[config.mk]
export PLATFORM = sky130hd
export DESIGN_NAME = psa_ctrl
export DESIGN_NICKNAME = d
export VERILOG_FILES = /design/src/rtl/psa_pkg.sv /design/src/rtl/psa_ctrl.sv
export SDC_FILE = /design/constraint.sdc
export NUM_CORES = 1
export LEC_CHECK = 0
export BUFFER_PORTS_ARGS = -buffer_cell sky130_fd_sc_hd__buf_4
export CAP_MARGIN = 10
export CORE_MARGIN = 2
export CORE_UTILIZATION = 49
export DETAILED_ROUTE_END_ITERATION = 8
export PLACE_DENSITY = 0.72
export SETUP_SLACK_MARGIN = 0.15
export SYNTH_ARGS = -nofsm -noshare
export SYNTH_HDL_FRONTEND = slang
export SYNTH_SLANG_ARGS = --single-unit
[constraint.sdc]
create_clock -name aclk -period 1.8 [get_ports aclk]
set_input_delay 0.36 -clock aclk [delete_from_list [all_inputs] [get_ports aclk]]
set_output_delay 0.36 -clock aclk [all_outputs]
set_load 0.03 [all_outputs]
[src/rtl/psa_pkg.sv]
`timescale 1ns / 1ps
// ----------------------------------------------------------------------------
// psa_pkg
// Shared types and codes for the page-span allocator.
// ----------------------------------------------------------------------------
package psa_pkg;

    localparam int ADDR_W    = 40;
    localparam int CNT_W     = 8;
    localparam int CMD_W     = 2;
    localparam int ST_W      = 2;
    localparam int CHUNK_W   = 6;
    localparam int TDATA_W   = 56;
    localparam int REG_IDX_W = 1;
    localparam int OP_W      = 5;

    localparam logic [CHUNK_W-1:0] POOL_CHUNKS_RST = 6'd32;

    localparam logic [REG_IDX_W-1:0] REG_POOL_BASE   = 1'd0;
    localparam logic [REG_IDX_W-1:0] REG_POOL_CHUNKS = 1'd1;

    localparam logic [CMD_W-1:0] CMD_ALLOC   = 2'd0;
    localparam logic [CMD_W-1:0] CMD_RELEASE = 2'd1;
    localparam logic [CMD_W-1:0] CMD_LOOKUP  = 2'd2;

    localparam logic [ST_W-1:0] ST_OK        = 2'd0;
    localparam logic [ST_W-1:0] ST_OOM       = 2'd1;
    localparam logic [ST_W-1:0] ST_BAD_SIZE  = 2'd2;
    localparam logic [ST_W-1:0] ST_NOT_FOUND = 2'd3;

    // Datapath operations; the controller state is one of these.
    localparam logic [OP_W-1:0] OP_IDLE     = 5'd0;
    localparam logic [OP_W-1:0] OP_DISPATCH = 5'd1;
    localparam logic [OP_W-1:0] OP_SCAN     = 5'd2;
    localparam logic [OP_W-1:0] OP_CV_LEN   = 5'd3;
    localparam logic [OP_W-1:0] OP_MAP      = 5'd4;
    localparam logic [OP_W-1:0] OP_TK_RD    = 5'd5;
    localparam logic [OP_W-1:0] OP_TK_S     = 5'd6;
    localparam logic [OP_W-1:0] OP_TK_REM   = 5'd7;
    localparam logic [OP_W-1:0] OP_TK_OWN   = 5'd8;
    localparam logic [OP_W-1:0] OP_RM_RD    = 5'd9;
    localparam logic [OP_W-1:0] OP_RM_WR    = 5'd10;
    localparam logic [OP_W-1:0] OP_PU_RD    = 5'd11;
    localparam logic [OP_W-1:0] OP_PU_WR1   = 5'd12;
    localparam logic [OP_W-1:0] OP_PU_WR2   = 5'd13;
    localparam logic [OP_W-1:0] OP_RL_RD    = 5'd14;
    localparam logic [OP_W-1:0] OP_RL_CK    = 5'd15;
    localparam logic [OP_W-1:0] OP_BK_TEST  = 5'd16;
    localparam logic [OP_W-1:0] OP_BK_Q     = 5'd17;
    localparam logic [OP_W-1:0] OP_BK_CK    = 5'd18;
    localparam logic [OP_W-1:0] OP_FW_TEST  = 5'd19;
    localparam logic [OP_W-1:0] OP_FW_Q     = 5'd20;
    localparam logic [OP_W-1:0] OP_FW_CK    = 5'd21;
    localparam logic [OP_W-1:0] OP_RL_FIN   = 5'd22;
    localparam logic [OP_W-1:0] OP_LK_RD    = 5'd23;
    localparam logic [OP_W-1:0] OP_LK_Q     = 5'd24;
    localparam logic [OP_W-1:0] OP_LK_CK    = 5'd25;
    localparam logic [OP_W-1:0] OP_FIN      = 5'd26;

    typedef struct packed {
        logic [OP_W-1:0] op;
        logic [ST_W-1:0] st;
    } psa_cmd_t;

    typedef struct packed {
        logic [CMD_W-1:0] cmd_code;
        logic             k_bad;
        logic             in_range;
        logic             ne_hit;
        logic             i_max;
        logic             can_carve;
        logic             split;
        logic             rel_ok;
        logic             s_zero;
        logic             fw_can;
        logic             mrg_ok;
        logic             use_hit;
        logic             m_last;
        logic             out_free;
    } psa_stat_t;

endpackage

[src/rtl/psa_ctrl.sv]
`timescale 1ns / 1ps
// ----------------------------------------------------------------------------
// psa_ctrl
// Sequencer for allocate, release and lookup; drives one datapath op a cycle.
// ----------------------------------------------------------------------------
module psa_ctrl import psa_pkg::*; (
    input  logic      aclk,
    input  logic      aresetn,
    input  logic      s_tvalid,
    input  psa_stat_t stat,
    output psa_cmd_t  cmd
);

    localparam logic [2:0] CX_TAKE  = 3'd0;
    localparam logic [2:0] CX_CARVE = 3'd1;
    localparam logic [2:0] CX_SPLIT = 3'd2;
    localparam logic [2:0] CX_ALLOC = 3'd3;
    localparam logic [2:0] CX_BACK  = 3'd4;
    localparam logic [2:0] CX_FWD   = 3'd5;
    localparam logic [2:0] CX_REL   = 3'd6;

    logic [OP_W-1:0] state_reg, state_next;
    logic [2:0]      ctx_reg, ctx_next;
    logic [ST_W-1:0] st_reg, st_next;

    always_comb begin
        state_next = state_reg;
        ctx_next   = ctx_reg;
        st_next    = st_reg;
        case (state_reg)
            OP_IDLE: begin
                if (s_tvalid) state_next = OP_DISPATCH;
            end
            OP_DISPATCH: begin
                state_next = OP_FIN;
                st_next    = ST_NOT_FOUND;
                case (stat.cmd_code)
                    CMD_ALLOC: begin
                        if (stat.k_bad) st_next = ST_BAD_SIZE;
                        else state_next = OP_SCAN;
                    end
                    CMD_RELEASE: begin
                        if (stat.in_range) state_next = OP_RL_RD;
                    end
                    CMD_LOOKUP: begin
                        if (stat.in_range) state_next = OP_LK_RD;
                    end
                    default: ;
                endcase
            end
            OP_SCAN: begin
                if (stat.ne_hit) begin
                    state_next = OP_TK_RD;
                    ctx_next   = CX_TAKE;
                end else if (stat.i_max) begin
                    if (stat.can_carve) begin
                        state_next = OP_CV_LEN;
                        ctx_next   = CX_CARVE;
                    end else begin
                        state_next = OP_FIN;
                        st_next    = ST_OOM;
                    end
                end
            end
            OP_CV_LEN, OP_TK_REM, OP_TK_OWN: state_next = OP_MAP;
            OP_MAP: begin
                if (stat.m_last) begin
                    if (ctx_reg == CX_ALLOC) begin
                        state_next = OP_FIN;
                        st_next    = ST_OK;
                    end else begin
                        state_next = OP_PU_RD;
                    end
                end
            end
            OP_PU_RD:  state_next = OP_PU_WR1;
            OP_PU_WR1: state_next = OP_PU_WR2;
            OP_PU_WR2: begin
                case (ctx_reg)
                    CX_CARVE: begin
                        state_next = OP_TK_RD;
                        ctx_next   = CX_TAKE;
                    end
                    CX_SPLIT: begin
                        state_next = OP_TK_OWN;
                        ctx_next   = CX_ALLOC;
                    end
                    default: begin
                        state_next = OP_FIN;
                        st_next    = ST_OK;
                    end
                endcase
            end
            OP_TK_RD: state_next = OP_TK_S;
            OP_TK_S:  state_next = OP_RM_RD;
            OP_RM_RD: state_next = OP_RM_WR;
            OP_RM_WR: begin
                case (ctx_reg)
                    CX_TAKE: begin
                        if (stat.split) begin
                            state_next = OP_TK_REM;
                            ctx_next   = CX_SPLIT;
                        end else begin
                            state_next = OP_TK_OWN;
                            ctx_next   = CX_ALLOC;
                        end
                    end
                    CX_BACK: state_next = OP_BK_TEST;
                    default: state_next = OP_FW_TEST;
                endcase
            end
            OP_RL_RD: state_next = OP_RL_CK;
            OP_RL_CK: begin
                if (stat.rel_ok) begin
                    state_next = OP_BK_TEST;
                end else begin
                    state_next = OP_FIN;
                    st_next    = ST_NOT_FOUND;
                end
            end
            OP_BK_TEST: state_next = stat.s_zero ? OP_FW_TEST : OP_BK_Q;
            OP_BK_Q:    state_next = OP_BK_CK;
            OP_BK_CK: begin
                if (stat.mrg_ok) begin
                    state_next = OP_RM_RD;
                    ctx_next   = CX_BACK;
                end else begin
                    state_next = OP_FW_TEST;
                end
            end
            OP_FW_TEST: state_next = stat.fw_can ? OP_FW_Q : OP_RL_FIN;
            OP_FW_Q:    state_next = OP_FW_CK;
            OP_FW_CK: begin
                if (stat.mrg_ok) begin
                    state_next = OP_RM_RD;
                    ctx_next   = CX_FWD;
                end else begin
                    state_next = OP_RL_FIN;
                end
            end
            OP_RL_FIN: begin
                state_next = OP_MAP;
                ctx_next   = CX_REL;
            end
            OP_LK_RD: state_next = OP_LK_Q;
            OP_LK_Q:  state_next = OP_LK_CK;
            OP_LK_CK: begin
                state_next = OP_FIN;
                st_next    = stat.use_hit ? ST_OK : ST_NOT_FOUND;
            end
            OP_FIN: begin
                if (stat.out_free) state_next = OP_IDLE;
            end
            default: state_next = OP_IDLE;
        endcase
    end

    always_ff @(posedge aclk) begin
        if (!aresetn) begin
            state_reg <= OP_IDLE;
            ctx_reg   <= CX_TAKE;
        end else begin
            state_reg <= state_next;
            ctx_reg   <= ctx_next;
        end
    end

    always_ff @(posedge aclk) begin
        st_reg <= st_next;
    end

    assign cmd.op = state_reg;
    assign cmd.st = st_reg;

endmodule

Word level (Yosys, flattened, before mapping)
Cells that the tools add are included.

word-level totals
  register bits after elaboration = 10
  latch bits = 0
  bits in writable memories = 0
  ROM bits = 0
  input port bits = 18
  output and inout bits = 7
  logic and storage cells = 100
  memories = 0

cells by class
  $add $sub $neg = 0
  $mul = 0
  divide/modulo/power cells = 0
  order comparisons = 0
  equal/unequal tests = 47
  shifts and indexed selects = 0
  mux-type cells = 40
  bitwise operators = 0
  reductions and logical operators = 10

operators by type and width
  cell                count
  $pmux 5 s24         1
  $eq 5x5->1 const B  11
  $mux 5              11
  $eq 5x4->1 const B  8
  $ne 2x2->1 const B  12
  $eq 5x3->1 const B  4
  $mux 2              10
  $pmux 5 s2          2
  $mux 3              6
  $pmux 3 s6          1
  $pmux 5 s3          1
  $mux 4              3
  $pmux 2 s6          1
  $reduce_bool 6->1   2
  $eq 5x2->1 const B  2
  $ne 3x3->1 const B  3
  $reduce_and 8->1    1
  $reduce_and 7->1    1
  $eq 3x2->1 const B  2
  $pmux 3 s2          1
  $eq 5x1->1 const B  1
  $logic_not 5->1     1
  $reduce_and 4->1    1
  $reduce_or 4->1     1
  8 further kinds     10

Depth between registers and ports, before layout
Gate-level depths: netlist (run 1).

  depth in word-level cells = 4
  mapped depth = 8
  depth with buffers taken out = 6

Worst setup path before layout (run 1)
OpenSTA, ideal clock, no wires.

  path kind = register to register
  start point = reg state_reg[4]
  end point = reg st_reg[0], enable pin
  library setup time = 0.316 ns
  data arrival time = 1.807 ns
  path slack = -0.322 ns
  stages on the path, launching flop included = 8
  path buffers = 3
  clock period less this slack = 2.122 ns
  path through = dfxtp_1 > clkbuf_1 > clkbuf_1 > clkbuf_1 > nor3_1 > nor2_1 > nand3_1 > a21oi_1

on the way
  word-level cells in the longest chain between the ends = 3
  elaborated cells on any way between the ends = 15
  classes of those cells = eq/ne: 13; reduce/logical: 2

RTL lines
  element                                                                  RTL line         text
  start, declared                                                          psa_ctrl.sv:22   logic [OP_W-1:0] state_reg, state_next;
  start signal, assigned                                                   psa_ctrl.sv:163  state_reg <= state_next;
  $eq 5x4->1, or another cell as far along                                 psa_ctrl.sv:30   case (state_reg)
  $reduce_bool 6->1 (no source line) / $ne 2x2->1 (equally long branches)  n/a
  $reduce_and 8->1 (no source line) (*)                                    n/a
  end signal, assigned                                                     psa_ctrl.sv:169  st_reg <= st_next;
  end, declared                                                            psa_ctrl.sv:24   logic [ST_W-1:0] st_reg, st_next;

Mark *: on every way between the ends. The rest lies on a longest branch, timed or not.
A chain may end at the register's enable or synchronous reset.

Worst setup path after layout (run 1)
  start point = reg state_reg[0]
  end point = reg ctx_reg[0]

on the way
  word-level cells in the longest chain between the ends = 3
  elaborated cells on any way between the ends = 15
  classes of those cells = eq/ne: 12; mux: 1; reduce/logical: 2

RTL lines
  element                                                    RTL line         text
  $eq 5x4->1, or another cell as far along                   psa_ctrl.sv:30
  $ne 3x3->1 (no source line), or another cell as far along  n/a
  $reduce_and 7->1 (no source line)                          n/a
  end signal, assigned                                       psa_ctrl.sv:164  ctx_reg <= ctx_next;
  end, declared                                              psa_ctrl.sv:23   logic [2:0] ctx_reg, ctx_next;

Parallel ways exist; a longest one is shown, timed or not.

==> out/metrics.csv, run 1 <==
stage,metric,value,unit
run_status,outcome,finished with violations,
run_status,violations,negative setup slack,
timing,whs,354.0,ps
clock_tree,htree_levels,1,
setup_path,cp-start-kind,flip-flop,
die,die_area,2938,sq um
route,drtIter0Drc,141,
clock_tree,clock-sinks,10,
synth,synthDistinctLibCells,54,
power_and_ir_drop,ir_drop,956.3,uV
min_path,min-delay-start,aresetn,
synth,synth_nets,205,
cells_and_area,final_nets,261,
cells_and_area,diodes,0,
timing,skew,13.67,ps
clock_tree,cts-root-buf,clkbuf_4,
place,placedCellCount,261,
power_and_ir_drop,power.density,1523,nW/um^2
min_path,hold_path.class,primary input to flip-flop,
setup_path,slowest_stage,or4b_4,
cells_and_area,syn_to_final_growth,51.57,%
die,die_y,54.20,um
clock_tree,cts_made_buffers,3,
route,drt_pass1_iterations,5,
place,io_buffers,24,
setup_path,required,2010,ps
die,rows,18,
synth,ys_seq_area_share,17.83,%
setup_path,crit_top_cell,o21ai_2,
cells_and_area,drive_above_1_share,41.74,%
setup_path,slowest_delay,520,ps
cells_and_area,largest_reg_flops,5,
die,pin_count,25,
job,maxCapViolations,0,
clock_tree,cts_tree,done,
global_routing,grt_pass1_wl,7.514,mm
cells_and_area,fillers,168,
setup_path,timing.rr.start,state_reg[0]$_SDFFE_PN0P_,
route,ant_nets,0,
synth,ys_ff_latch,10,
global_routing,grt_pass1_vias,1619,
timing,setup_violations,8,
route,wl_per_cell,18.35,um
global_routing,grt-ovfl-total,0,
min_path,worstHoldEndpoint,state_reg[2]$_SDFFE_PN0P_,
global_routing,grt_max_degree,16,
place,post-dp-hpwl,3.657,mm
setup_path,crit_family,simple AND/OR/NAND/NOR gates,
timing,period_share,106.9,%
timing,tightest_slew,556.1,ps
global_routing,antenna_found_initial,0,
synth,yosys_warnings,0,
setup_path,crit_type,flip-flop to flip-flop,
setup_path,path_max_fanout,5,
place,routabilityCongestion,0.9514,
clock_tree,clk_latency,290,ps
timing,period_needed,1923,ps
synth,synth-main-ff-cell,dfxtp_1,
synth,synth_top_cell_by_area,dfxtp_1,
setup_path,cp_num_buf_inv,0,
die,die_width,54.20,um
timing,layout_setup_ws,-123.3,ps
setup_path,worstPathArrival,2130,ps
timing,max_freq,0.5199,GHz
setup_path,worst_setup_path_end_kind,flip-flop,
synth,synthTopCellsByCount,"nor2_1 (18), a21oi_1 (16), nand2_1 (16), o21ai_0 (14), nor3_1 (13)",
setup_path,rrSetupSlack,-120,ps
timing,rsz0062_at_grt,yes,
route,vias,1773,
synth,async_flop_share,0,%
timing,drv_slew,0,
synth,syn_area,1235,sq um
synth,synthCells,187,
clock_tree,cts.path.max_buffers,2,
die,core,2432,sq um
timing,max_slew_margin,62.64,%
setup_path,worst_r2r_endpoint,ctx_reg[0]$_SDFFE_PN0P_,
synth,yosys.area.top_type_share,12.97,%
clock_tree,clk_pin_slew_worst_paths,80,ps
synth,synthTopCellsByArea,"dfxtp_1 (13%), a21oi_1 (6.5%), o21ai_0 (5.7%), nor2_1 (5.5%), nor3_1 (5.3%)",
synth,synth_most_common_cell,nor2_1,
route,drc,0,
timing,finalHoldViolations,0,
route,via_per_inst,6.518,
route,routed_wl,4.992,mm
synth,synth_edf_count,2,
die,start_util,50.77,%
global_routing,grtUsageTotal,36.76,%
synth,syn_area_per_cell,6.604,sq um
cells_and_area,stdcell_count,272,
setup_path,path_cells,or4b_4 > or3_4 > o21ai_2 > a21oi_2 > o21ai_2 > mux2i_1,
min_path,hold_depth,2,
setup_path,worst_r2r_path_depth,6,
power_and_ir_drop,p_leak,0.7468,nW
==> cells in the final DEF, fill, tap and decap left out, types with 3 or more instances in the layout <==
cell type | netlist | layout
nand2b_1 | 8 | 8
o22ai_1 | 3 | 3
nand4_1 | 3 | 3
o21ai_0 | 14 | 11
dfxtp_1 | 8 | 3
mux2i_1 | 3 | 3
dfxtp_4 | 0 | 3
nand3_1 | 5 | 5
nor3_1 | 13 | 11
o21ai_1 | 2 | 3
and2_1 | 4 | 4
nand2_1 | 16 | 16
nand3b_1 | 4 | 4
nor2_1 | 18 | 15
clkbuf_4 | 0 | 3
inv_1 | 5 | 3
a21oi_2 | 0 | 4
buf_4 | 0 | 62
o21ai_2 | 1 | 3
a21oi_1 | 16 | 12
a31oi_1 | 5 | 4
nor2b_1 | 4 | 4
==> what timing repair did <==
item | 4_1_cts | 5_1_grt
pin swaps | 6 | 7
setup buffers | 5 | 2
endpoints found under the setup margin | 12 | 12
resized for setup | 11 | 16
hold buffers | 0 | 0
==> per-layer routing <==
layer | up-vias | global-route usage [%] | wire [um]
met5 | - | 0 | 0
met2 | 120 | 59.64 | 2347
met1 | 815 | 43.78 | 1920
li1 | 812 | - | -
met4 | 0 | 19.58 | 231
met3 | 26 | 9.722 | 493
==> through the flow <==
stage               util [%]  TNS (ps)  worst slack (ps)  instance area (sq um)  total power [mW]
floorplan                  -    -141.2            -44.15                   1274             1.595
global placement       69.39    -183.1            -61.90                   1688             2.282
detailed placement     69.39    -509.3            -91.57                   1688             2.324
CTS                    73.46    -444.4            -94.28                   1787             2.620
global route           76.95     -1161            -196.8                   1872             3.023
finish                 76.95    -512.3            -123.3                   1872             2.850
==> cell type report <==
| cell class | count | area (sq um) | share of cell area, % |
|---|---|---|---|
| multi-input combinational | 157 | 1033 | 55.21 |
| timing repair buffer | 66 | 518.0 | 27.67 |
| sequential | 10 | 234.0 | 12.50 |
| tap | 30 | 37.54 | 2.005 |
| clock buffer | 4 | 26.28 | 1.404 |
| inverter | 5 | 22.52 | 1.203 |
==> worst max path at each step <==
stage,startpoint,to,slack [ps],cells after the start
4_1_cts,state_reg[0]$_SDFFE_PN0P_,ctx_reg[0]$_SDFFE_PN0P_,-90,6
3_3_place_gp,state_reg[0]$_SDFFE_PN0P_,state_reg[4]$_SDFFE_PN0P_,-60,6
3_5_place_dp,state_reg[0]$_SDFFE_PN0P_,ctx_reg[0]$_SDFFE_PN0P_,-90,6
5_1_grt,state_reg[0]$_SDFFE_PN0P_,ctx_reg[0]$_SDFFE_PN0P_,-200,6
6_report,state_reg[0]$_SDFFE_PN0P_,ctx_reg[0]$_SDFFE_PN0P_,-120,6
2_1_floorplan,state_reg[0]$_SDFFE_PN0P_,ctx_reg[0]$_SDFFE_PN0P_,-40,6
==> power breakdown <==
| part | switching, mW | internal (mW) | leakage (nW) |
|---|---|---|---|
| Clock | 0.0972 | 0.0862 | 0.0150 |
| Combinational | 1.25 | 0.986 | 0.647 |
| Sequential | 0.0932 | 0.341 | 0.0846 |
==> cells by family (layout without fill, tap and decap cells) <==
family	Yosys count	after routing	share of synthesized area, %
AND/OR/NAND/NOR	88	88	38.20
XOR/XNOR	3	3	2.128
flip-flops	10	10	17.83
AO/OA/AOI/OAI	63	63	33.13
buffers and inverters	20	75	6.282
multiplexers	3	3	2.432
(Power assumes the default switching activity.)
==> run 2: changes to the inputs <==
- MAX_ROUTING_LAYER: unset -> met4
- REMOVE_ABC_BUFFERS: unset -> 1
==> out/metrics.csv, run 2 (synthesized netlist as in run 1, its figures left out) <==
stage,metric,value,unit
run_status,outcome,finished with violations,
run_status,violations,negative setup slack,
place,io_buffers,24,
setup_path,rrSetupSlack,-110,ps
cells_and_area,fin_area,1953,sq um
setup_path,crit_type,flip-flop to flip-flop,
job,maxCapViolations,0,
cells_and_area,post-route-util,80.30,%
place,post_dp_cell_area,1724,sq um
die,die_y,54.20,um
setup_path,critPathCapture,ctx_reg[2]$_SDFFE_PN0P_,
cells_and_area,drive_above_1_share,45.20,%
clock_tree,htree_levels,1,
setup_path,worst_r2r_endpoint,ctx_reg[2]$_SDFFE_PN0P_,
clock_tree,clk_latency,290,ps
cells_and_area,final_cell_mix,"buf_4 (67), nand2_1 (16), nor2_1 (15)",
timing,max_slew_margin,72.48,%
route,drtIter0Drc,123,
die,die_width,54.20,um
route,ant_nets,0,
timing,period_needed,1905,ps
clock_tree,cts_made_buffers,3,
cells_and_area,syn_to_final_growth,58.16,%
setup_path,crit_top_cell,o21ai_2,
cells_and_area,diodes,0,
timing,layout_setup_ws,-105.4,ps
route,drc,0,
timing,setup_violations,7,
setup_path,path_max_fanout,4,
min_path,hold_path.class,primary input to flip-flop,
setup_path,required,2030,ps
global_routing,grt_pass1_vias,1548,
clock_tree,clock-sinks,10,
route,drt_pass1_iterations,5,
timing,finalHoldViolations,0,
cells_and_area,largest_reg_flops,5,
timing,period_share,105.9,%
setup_path,worst_r2r_path_depth,6,
die,start_util,50.77,%
setup_path,path_cells,or4b_4 > or3_4 > o21ai_2 > a21oi_2 > o21ai_2 > a32o_2,
route,vias,1812,
timing,tightest_slew,409.6,ps
cells_and_area,layout_commonest_cell,buf_4,
cells_and_area,final_nets,269,
global_routing,grtUsageTotal,35.53,%
timing,skew,3.046,ps
min_path,min-delay-start,aresetn,
global_routing,grt-ovfl-total,0,
clock_tree,cts.path.max_buffers,2,
route,via_per_inst,6.471,
setup_path,crit_family,simple AND/OR/NAND/NOR gates,
place,post-dp-hpwl,3.568,mm
power_and_ir_drop,ir_drop,1172,uV
place,routabilityCongestion,0.9394,
setup_path,slowest_stage,or4b_4,
power_and_ir_drop,p_leak,0.8002,nW
route,routed_wl,5.050,mm
clock_tree,clk_pin_slew_worst_paths,80,ps
clock_tree,cts-root-buf,clkbuf_4,
die,die_area,2938,sq um
timing,drv_slew,0,
route,wl_per_cell,18.04,um
setup_path,cp_num_buf_inv,0,
setup_path,path_depth,6,
setup_path,slowest_delay,560,ps
power_and_ir_drop,power.density,1549,nW/um^2
global_routing,antenna_found_initial,0,
timing,rsz0062_at_grt,yes,
clock_tree,hold_buffers,0,
setup_path,cp-start-kind,flip-flop,
timing,max_freq,0.5248,GHz
clock_tree,cts_tree,done,
setup_path,setup.worst_path.start,state_reg[2]$_SDFFE_PN0P_,
global_routing,grt_max_degree,19,
global_routing,grt_pass1_wl,7.245,mm
place,place_ws,-222.5,ps
setup_path,worst_setup_path_end_kind,flip-flop,
die,pin_count,25,
setup_path,timing.rr.start,state_reg[2]$_SDFFE_PN0P_,
setup_path,worstPathArrival,2140,ps
die,core,2432,sq um
die,rows,18,
power_and_ir_drop,p_total,3.025,mW
timing,fin_setup_tns,-524.5,ps
## run 2: power breakdown
group / total, mW / internal [mW] / switching (mW)
Sequential: 0.415 / 0.335 / 0.0800
Combinational: 2.43 / 1.12 / 1.31
Clock: 0.178 / 0.0807 / 0.0976
## run 2: area by class of cell
type / instances / area (sq um)
tap: 30 / 37.54
fill: 165 / 479.2
clock inverter: 1 / 3.754
sequential: 10 / 230.2
inverter: 5 / 18.77
multi-input combinational: 157 / 1046
timing repair buffer: 74 / 594.3
clock buffer: 3 / 22.52
## run 2: worst reg2reg max path, stage by stage, from the launching register on
cell     delay [ps]
dfxtp_2         340
or4b_4          560
or3_4           380
o21ai_2         180
a21oi_2          70
o21ai_2         120
a32o_2          210
## run 2: what timing repair did
item                                   4_1_cts  5_1_grt
pin swaps                                   12        4
resized for setup                           32       14
endpoints found under the hold margin        0        0
cloned                                       0        0
buffers inserted                             0        6
setup endpoints to repair                   11       12
## run 2: metal layers
| layer | track usage (%) | up-vias | wire length (um) |
|---|---|---|---|
| li1 | - | 828 | - |
| met4 | 11.67 | 0 | 163 |
| met3 | 5.833 | 19 | 493 |
| met1 | 44.30 | 842 | 1993 |
| met5 | - | - | 0 |
| met2 | 57.83 | 123 | 2400 |
## run 2: worst min-delay path by stage
| stage | end | slack (ps) | cells after the start |
|---|---|---|---|
| global placement | ctx_reg[0]$_SDFFE_PN0P_ | 530 | 2 |
| detailed placement | ctx_reg[0]$_SDFFE_PN0P_ | 550 | 2 |
| global route | state_reg[2]$_SDFFE_PN0P_ | 370 | 2 |
| CTS | state_reg[2]$_SDFFE_PN0P_ | 380 | 2 |
| finish | ctx_reg[0]$_SDFFE_PN0P_ | 370 | 3 |
| floorplan | state_reg[2]$_SDFFE_PN0P_ | 480 | 1 |
## run 2: stage by stage
stage | cells | hold slack (ps)
2_1_floorplan | 172 | 481.7
3_3_place_gp | 270 | 534.0
3_5_place_dp | 270 | 546.5
4_1_cts | 274 | 385.0
5_1_grt | 280 | 373.3
6_report | 280 | 373.5
==> run 3: changes to the inputs <==
- PLACE_DENSITY: 0.72 -> 0.77
==> out/metrics.csv, run 3 (synthesized netlist as in run 1, its figures left out) <==
stage,metric,value,unit
clock_tree,clock-sinks,10,
clock_tree,cts_made_buffers,3,
power_and_ir_drop,p_total,3.186,mW
timing,max_freq,0.5237,GHz
setup_path,cp-start-kind,flip-flop,
global_routing,grt-ovfl-total,0,
cells_and_area,drive_above_1_share,45.70,%
route,ant_nets,0,
route,wl_per_cell,18.38,um
setup_path,path_cells,or4b_4 > or3_4 > o21ai_4 > a21oi_4 > o21ai_4 > mux2i_1,
clock_tree,clk_latency,290,ps
global_routing,grt_pass1_wl,7.638,mm
place,routabilityCongestion,0.9804,
timing,max_slew_margin,69.49,%
route,routed_wl,5.257,mm
clock_tree,clk_pin_slew_worst_paths,80,ps
global_routing,grt_pass1_vias,1657,
route,via_per_inst,6.531,
die,die_y,54.20,um
setup_path,slowest_delay,530,ps
clock_tree,cts_tree,done,
setup_path,path_max_fanout,4,
cells_and_area,diodes,0,
cells_and_area,multi_input_area,1077,sq um
die,die_area,2938,sq um
setup_path,crit_type,flip-flop to flip-flop,
clock_tree,htree_levels,1,
setup_path,crit_top_cell,o21ai_4,
place,io_buffers,24,
setup_path,timing.rr.start,state_reg[2]$_SDFFE_PN0P_,
timing,whs,387.0,ps
timing,rsz0062_at_grt,yes,
cells_and_area,syn_to_final_growth,64.24,%
setup_path,rrSetupSlack,-110,ps
clock_tree,cts-root-buf,clkbuf_4,
timing,period_needed,1910,ps
run_status,violations,negative setup slack,
run_status,outcome,finished with violations,
cells_and_area,layout_commonest_cell,buf_4,
die,start_util,50.77,%
min_path,worstHoldEndpoint,state_reg[2]$_SDFFE_PN0P_,
timing,layout_setup_ws,-109.5,ps
route,drc,0,
min_path,hold_path.class,primary input to flip-flop,
min_path,hold_depth,2,
route,drt_pass1_iterations,5,
timing,skew,11.83,ps
setup_path,worst_setup_path_end_kind,flip-flop,
min_path,min-delay-start,aresetn,
clock_tree,hold_buffers,0,
setup_path,worst_r2r_path_depth,6,
cells_and_area,final_nets,275,
cells_and_area,seqCellArea,227.7,sq um
timing,period_share,106.1,%
place,post-dp-hpwl,3.671,mm
job,maxCapViolations,0,
clock_tree,cts.path.max_buffers,2,
global_routing,grt_max_degree,12,
global_routing,antenna_found_initial,0,
die,die_width,54.20,um
timing,drv_slew,0,
route,vias,1868,
die,rows,18,
cells_and_area,fillers,149,
power_and_ir_drop,power.density,1571,nW/um^2
power_and_ir_drop,ir_drop,1244,uV
cells_and_area,final_cell_mix,"buf_4 (74), nor2_1 (17), nand2_1 (16)",
global_routing,grtUsageTotal,37.82,%
cells_and_area,largest_reg_flops,5,
route,drtIter0Drc,99,
timing,finalHoldViolations,0,
die,pin_count,25,
setup_path,slowest_stage,or4b_4,
timing,fin_setup_tns,-476.4,ps
die,core,2432,sq um
timing,setup_violations,8,
setup_path,worst_r2r_endpoint,ctx_reg[0]$_SDFFE_PN0P_,
setup_path,worstPathArrival,2130,ps
power_and_ir_drop,p_leak,0.8292,nW
timing,tightest_slew,454.1,ps
setup_path,required,2020,ps
==> run 3: area by class of cell <==
class	count	share of cell area, %
sequential	10	11.23
multi-input combinational	157	53.12
clock buffer	4	1.295
tap	30	1.851
timing repair buffer	80	31.59
inverter	5	0.9254
==> run 3: per-stage QoR <==
step | utilization [%] | setup WS [ps] | cell area [sq um] | cells
4_1_cts | 80.30 | -65.74 | 1953 | 285
3_5_place_dp | 73.56 | -161.7 | 1789 | 277
3_3_place_gp | 73.56 | -145.8 | 1789 | 277
5_1_grt | 83.38 | -152.2 | 2028 | 286
6_report | 83.38 | -109.5 | 2028 | 286
2_1_floorplan | - | -633.7 | 1176 | 172
==> run 3: worst max-delay path by stage <==
stage                                          from                   endpoint  slack, ps  cells after the start
after floorplan           state_reg[4]$_SDFFE_PN0P_        st_reg[0]$_DFFE_PP_       -630                      6
after CTS                 state_reg[2]$_SDFFE_PN0P_    ctx_reg[0]$_SDFFE_PN0P_        -70                      6
after global routing      state_reg[2]$_SDFFE_PN0P_        st_reg[1]$_DFFE_PP_       -150                      8
after global placement    state_reg[1]$_SDFFE_PN0P_  state_reg[4]$_SDFFE_PN0P_       -150                      6
final                     state_reg[2]$_SDFFE_PN0P_    ctx_reg[0]$_SDFFE_PN0P_       -110                      6
after detailed placement  state_reg[1]$_SDFFE_PN0P_  state_reg[4]$_SDFFE_PN0P_       -160                      6
==> run 3: worst max-delay path, delay by kind of cell (launching register included) <==
family / cells / cell delay, ps
compound gates: 3 / 380
mux: 1 / 220
simple gates: 2 / 920
flops: 1 / 330
==> run 3: what timing repair did <==
item                                    4_1_cts  5_1_grt
pin swaps                                    12        4
gates cloned                                  0        0
gates resized for setup                      28       16
endpoints found under the setup margin       10       11
buffers inserted                              4        1
==> run 3: layer usage <==
| layer | vias to the layer above | routed length (um) | GRT usage, % |
|---|---|---|---|
| li1 | 842 | - | - |
| met1 | 847 | 1987 | 42.69 |
| met2 | 144 | 2369 | 58.84 |
| met3 | 35 | 584 | 11.67 |
| met4 | 0 | 316 | 21.25 |
| met5 | - | 0 | - |
==> run 3: power by group <==
part / switching, mW / total (mW) / internal, mW
logic: 1.37 / 2.61 / 1.23
clock network: 0.0911 / 0.177 / 0.0863
registers: 0.0714 / 0.403 / 0.332
total: 1.54 / 3.19 / 1.65
